[config.mk]
export PLATFORM = sky130hd
export DESIGN_NAME = stable_priority_queue
export DESIGN_NICKNAME = d
export VERILOG_FILES = /design/src/rtl/spq_pkg.sv /design/src/rtl/stable_priority_queue.sv /design/src/rtl/spq_cell.sv
export SDC_FILE = /design/constraint.sdc
export NUM_CORES = 1
export LEC_CHECK = 0
export ABC_CLOCK_PERIOD_IN_PS = 3950
export BUFFER_PORTS_ARGS = -buffer_cell sky130_fd_sc_hd__buf_2
export CAP_MARGIN = 5
export CORE_MARGIN = 3
export CORE_UTILIZATION = 45
export DETAILED_ROUTE_END_ITERATION = 10
export GPL_ROUTABILITY_DRIVEN = 0
export PLACE_DENSITY = 0.61
export SYNTH_ARGS = -nofsm -noshare
export SYNTH_HDL_FRONTEND = slang
export SYNTH_SLANG_ARGS = --single-unit
[constraint.sdc]
create_clock -name clk -period 3.95 [get_ports clk]
set_input_delay 0.1975 -clock clk [delete_from_list [all_inputs] [get_ports clk]]
set_output_delay 0.1975 -clock clk [all_outputs]
set_load 0.02 [all_outputs]
[src/rtl/spq_pkg.sv]
`timescale 1ns / 1ps

package spq_pkg;

    localparam int DEPTH         = 16;
    localparam int PRIORITY_BITS = 8;
    localparam int HANDLE_BITS   = 16;
    localparam int CNT_W         = $clog2(DEPTH + 1);

    localparam logic [1:0] OP_PUSH = 2'd0;
    localparam logic [1:0] OP_POP  = 2'd1;

    localparam logic [1:0] ST_OK    = 2'd0;
    localparam logic [1:0] ST_EMPTY = 2'd1;
    localparam logic [1:0] ST_FULL  = 2'd2;

    typedef struct packed {
        logic [PRIORITY_BITS-1:0] pri;
        logic [HANDLE_BITS-1:0]   hnd;
    } entry_t;

    // per-cycle command broadcast to every cell
    typedef struct packed {
        logic push;
        logic pop;
    } cell_ctrl_t;

endpackage

[src/rtl/stable_priority_queue.sv]
`timescale 1ns / 1ps

// Sorted priority queue of up to DEPTH task handles, highest priority at the front, equal
// priorities served in arrival order. One item is taken per clock: busy never rises, so
// start may stay high every cycle. The result for an item appears with done high on the
// cycle right after the item was taken, and it must be captured then: there is no way to
// hold it off. Entries live in a row of DEPTH cells; a push or pop moves every cell by at
// most one place per item, which sets the one-item-per-cycle rate. A push into a full
// queue is dropped and reported; a pop of an empty queue is reported and changes nothing.
module stable_priority_queue
    import spq_pkg::*;
(
    input  logic                     clk,
    input  logic                     rst_n,
    input  logic                     start,
    output logic                     busy,
    input  logic [1:0]               opcode,
    input  logic [HANDLE_BITS-1:0]   task_handle,
    input  logic [PRIORITY_BITS-1:0] priority_req,
    output logic                     done,
    output logic [HANDLE_BITS-1:0]   popped_handle,
    output logic [1:0]               status,
    output logic [HANDLE_BITS-1:0]   front_handle,
    output logic [PRIORITY_BITS-1:0] front_priority,
    output logic [CNT_W-1:0]         entry_count,
    output logic                     queue_empty
);

    logic [CNT_W-1:0] count_reg, count_next;
    logic             done_reg;
    logic [HANDLE_BITS-1:0]   popped_reg, popped_next;
    logic [1:0]               status_reg, status_next;
    logic [HANDLE_BITS-1:0]   front_hnd_reg;
    logic [PRIORITY_BITS-1:0] front_pri_reg;

    logic       accept, is_full, is_empty;
    cell_ctrl_t ctrl;
    entry_t     new_entry;
    entry_t     cell_entry [DEPTH];
    entry_t     cell_next  [DEPTH];
    logic       cell_keep  [DEPTH];

    assign busy      = 1'b0;
    assign accept    = start && !busy;
    assign is_full   = (count_reg == CNT_W'(DEPTH));
    assign is_empty  = (count_reg == '0);
    assign new_entry = '{pri: priority_req, hnd: task_handle};

    always_comb
    begin
        ctrl        = '0;
        count_next  = count_reg;
        status_next = ST_OK;
        popped_next = '0;
        if (accept)
        begin
            case (opcode)
                OP_PUSH:
                begin
                    if (is_full)
                    begin
                        status_next = ST_FULL;
                    end
                    else
                    begin
                        ctrl.push  = 1'b1;
                        count_next = count_reg + 1'b1;
                    end
                end
                OP_POP:
                begin
                    if (is_empty)
                    begin
                        status_next = ST_EMPTY;
                    end
                    else
                    begin
                        ctrl.pop    = 1'b1;
                        count_next  = count_reg - 1'b1;
                        popped_next = cell_entry[0].hnd;
                    end
                end
                default:
                begin
                    status_next = ST_OK;
                end
            endcase
        end
    end

    for (genvar i = 0; i < DEPTH; i++)
    begin : g_cell
        entry_t left_e, right_e;
        logic   left_k;

        if (i == 0)
        begin : g_head
            assign left_e = new_entry;
            assign left_k = 1'b1;
        end
        else
        begin : g_mid
            assign left_e = cell_entry[i-1];
            assign left_k = cell_keep[i-1];
        end

        if (i == DEPTH - 1)
        begin : g_tail
            assign right_e = new_entry;
        end
        else
        begin : g_body
            assign right_e = cell_entry[i+1];
        end

        spq_cell u_cell (
            .clk         (clk),
            .ctrl        (ctrl),
            .valid       (count_reg > CNT_W'(i)),
            .new_entry   (new_entry),
            .left_entry  (left_e),
            .left_keep   (left_k),
            .right_entry (right_e),
            .entry       (cell_entry[i]),
            .entry_next  (cell_next[i]),
            .keep        (cell_keep[i])
        );
    end

    always_ff @(posedge clk or negedge rst_n)
    begin
        if (!rst_n)
        begin
            count_reg <= '0;
            done_reg  <= 1'b0;
        end
        else
        begin
            count_reg <= count_next;
            done_reg  <= accept;
        end
    end

    always_ff @(posedge clk)
    begin
        popped_reg <= popped_next;
        status_reg <= status_next;
        if (count_next == '0)
        begin
            front_hnd_reg <= '0;
            front_pri_reg <= '0;
        end
        else
        begin
            front_hnd_reg <= cell_next[0].hnd;
            front_pri_reg <= cell_next[0].pri;
        end
    end

    assign done           = done_reg;
    assign popped_handle  = popped_reg;
    assign status         = status_reg;
    assign front_handle   = front_hnd_reg;
    assign front_priority = front_pri_reg;
    assign entry_count    = count_reg;
    assign queue_empty    = (count_reg == '0);

endmodule

[src/rtl/spq_cell.sv]
`timescale 1ns / 1ps

module spq_cell
    import spq_pkg::*;
(
    input  logic       clk,
    input  cell_ctrl_t ctrl,
    input  logic       valid,
    input  entry_t     new_entry,
    input  entry_t     left_entry,
    input  logic       left_keep,
    input  entry_t     right_entry,
    output entry_t     entry,
    output entry_t     entry_next,
    output logic       keep
);

    entry_t entry_reg;

    // an entry of greater or equal priority stays ahead of the new one
    assign keep = valid && (entry_reg.pri >= new_entry.pri);

    always_comb
    begin
        entry_next = entry_reg;
        if (ctrl.push)
        begin
            if (!keep)
            begin
                entry_next = left_keep ? new_entry : left_entry;
            end
        end
        else if (ctrl.pop)
        begin
            entry_next = right_entry;
        end
    end

    always_ff @(posedge clk)
    begin
        entry_reg <= entry_next;
    end

    assign entry = entry_reg;

endmodule

==> impl_metrics.tcl <==
set metrics [dict create \
    nFillCells 4685 \
    synthFlopType "edfxtp_1" \
    post-dp-hpwl_um 39200 \
    cts_tree "yes" \
    fin_area_um2 26660 \
    clk_latency_ps 590 \
    avgSynthCellArea_um2 10.92 \
    arrival_ps 3790 \
    synth_edf_count 360 \
    max-vdd-ir-drop_mv 0.3529 \
    nNetsFinal 2373 \
    rows 83 \
    grt_pass1_wl_um 90690 \
    cts_buffers 47 \
    die_w_um 235.4 \
    cp-start-kind "flip-flop" \
    wl_um 54950 \
    first_global_vias 17750 \
    crit_fanout 24 \
    h-tree-depth 2 \
    status "finished clean" \
    crit_slowest_cell "or4b_1" \
    syn_inst 2170 \
    ys_seq_area_share_pct 51.84 \
    seqCellArea_um2 12280 \
    synthArstFlopShare_pct 1.389 \
    cts_resized 0 \
    wl_per_cell_um 18.77 \
    pre_cts_ws_ps 599.3 \
    grt_use_total_pct 19.47 \
    vias 16740 \
    layout_common_cells "edfxtp_1 (360), mux2i_1 (345), nor2_1 (218)" \
    clkSlewWorstSetupHoldPaths_ps 60 \
    final_common_cell "edfxtp_1" \
    drc_errors 0 \
    critPathCaptureType "flip-flop" \
    multi_input_area_um2 10700 \
    drt.antenna.violating_nets 0 \
    cp.required_ps 4380 \
    initial_utilization_pct 45.81 \
    cap_violations 0 \
    yosysWarnings 0 \
    grt_max_degree 139 \
    maxClockFrequency_ghz 0.2976 \
    period_share_pct 85.08 \
    p_leak_nw 11.45 \
    grt.overflow.total 0 \
    fp.dieArea_um2 55430 \
    finalCriticalPeriod_ps 3360 \
    dr.pass1.iters 5 \
    ys_seq_elements 432 \
    die_height_um 235.4 \
    clock_skew_ps 16.44 \
    dpl_cell_area_um2 25110 \
    power_density_nw_per_um2 594.2 \
    port_buffers 77 \
    drtIter0Drc 790 \
    worst_slack_ps 589.5 \
    antenna_found_initial 1 \
    tightest_slew_ps 919.4 \
    drv_slew 0 \
    syn_nets 2333 \
    drive_gt1_share_pct 12.46 \
    crit_type "reg -> reg" \
    clockBufferDepth 3 \
    yosysUniqueCellTypes 63 \
    hold_path.class "in -> reg" \
    syn_to_final_growth_pct 12.54 \
    cp_cell_sequence "inv_1 > ha_1 > or4b_1 > and3_1 > a221o_1 > a21oi_1 > nor4b_4 > buf_4 > a211oi_1" \
    whs_ps 92.16 \
    cts.sinks 432 \
    power_mw 15.84 \
    netlist_area_um2 23690 \
    ios 79 \
    final.setup.tns_ps 0 \
    largest_reg_flops 384 \
    rsz0062_at_grt "false" \
    setup_viol 0 \
    cts-root-buf "clkbuf_16" \
    hold_viol 0 \
    cpPeakStageDelay_ps 680 \
    coreArea_um2 51720 \
    relSlewSlack_pct 38.64 \
    viasPerCell 5.716 \
]
path summary, 6_finish.rpt:
path                                                   start                            to  slack [ps]  cells after the start
setup / recovery                    entry_count[1]$_DFF_PN0_  front_priority[1]$_SDFF_PN0_         590                      9
hold / removal                                     opcode[1]          status[0]$_SDFF_PN0_          90                      3
setup reg to reg                    entry_count[1]$_DFF_PN0_  front_priority[1]$_SDFF_PN0_         590                      9
hold reg to reg            g_cell[0].u_cell.entry[1]$_DFF_P_   popped_handle[1]$_SDFF_PP0_         490                      1
max in group asynchronous                              rst_n                done$_DFF_PN0_        3160                      3
min in group asynchronous                              rst_n      entry_count[3]$_DFF_PN0_         550                      3
cell type report:
type                            count  share of cell area [%]
Antenna cell                        1                0.009386
Clock buffer                       67                   5.083
Clock inverter                     19                  0.5679
Inverter                           64                  0.9011
Multi-Input combinational cell   1519                   40.14
Sequential cell                   432                   46.07
Tap cell                          680                   3.191
Timing Repair Buffer              146                   4.036
through the flow:
stage,utilization [%],cells
floorplan,-,2170
global placement,48.56,2837
detailed placement,48.56,2837
CTS,51.55,2927
global route,51.55,2927
finish,51.55,2928
synthesized netlist by cell type, drive strengths merged (9+ instances only):
master,count,share of area (%)
buf,44,0.98
ha,134,7.1
a21oi,221,4.8
o221ai,9,0.33
mux2,41,1.9
o21a,9,0.29
edfxtp,360,46
and2,24,0.63
inv,64,1.0
dfxtp,66,5.6
nand2b,17,0.45
clkbuf,111,1.8
a211oi,18,0.59
o21ai,169,3.6
a21o,10,0.32
mux2i,345,15
nand3,16,0.34
nor2,219,3.5
nand2,200,3.2
critical path: cells and delay by family (launching register included):
| kind | cells | cell delay (ps) |
|---|---|---|
| and+or+nand+nor | 3 | 1270 |
| buffers and inverters | 2 | 580 |
| AOI/OAI and AO/OA | 3 | 570 |
| DFF | 1 | 540 |
| adders and majority gates | 1 | 230 |
routing by layer:
layer	track usage, %	vias to the layer above	part of all wire [%]
met4	5.937	0	2.7
met5	0	-	0
met3	2.484	90	3.1
met2	33.66	268	49
li1	-	8036	-
met1	25.56	8342	45
timing repair:
item / CTS / global route
endpoints found under the hold margin: 8 / 0
buffers inserted: 0 / 0
hold buffers: 4 / 0
setup endpoints to repair: 0 / 0
power by group:
part,switching (mW),internal (mW)
Sequential,0.538,5.98
Clock,1.89,2.47
Combinational,2.85,2.11
Total,5.28,10.6
cells by family after synthesis:
group | Yosys count | synth area share [%]
fa+ha+maj | 134 | 7.077
flops | 432 | 51.84
mux | 386 | 16.53
simple gates | 512 | 9.137
compound gates | 485 | 11.61
xor+xnor | 1 | 0.03698
other cells | 1 | 0.01583
buf+inv | 219 | 3.755
No activity file was read; power rests on OpenSTA's default activity.
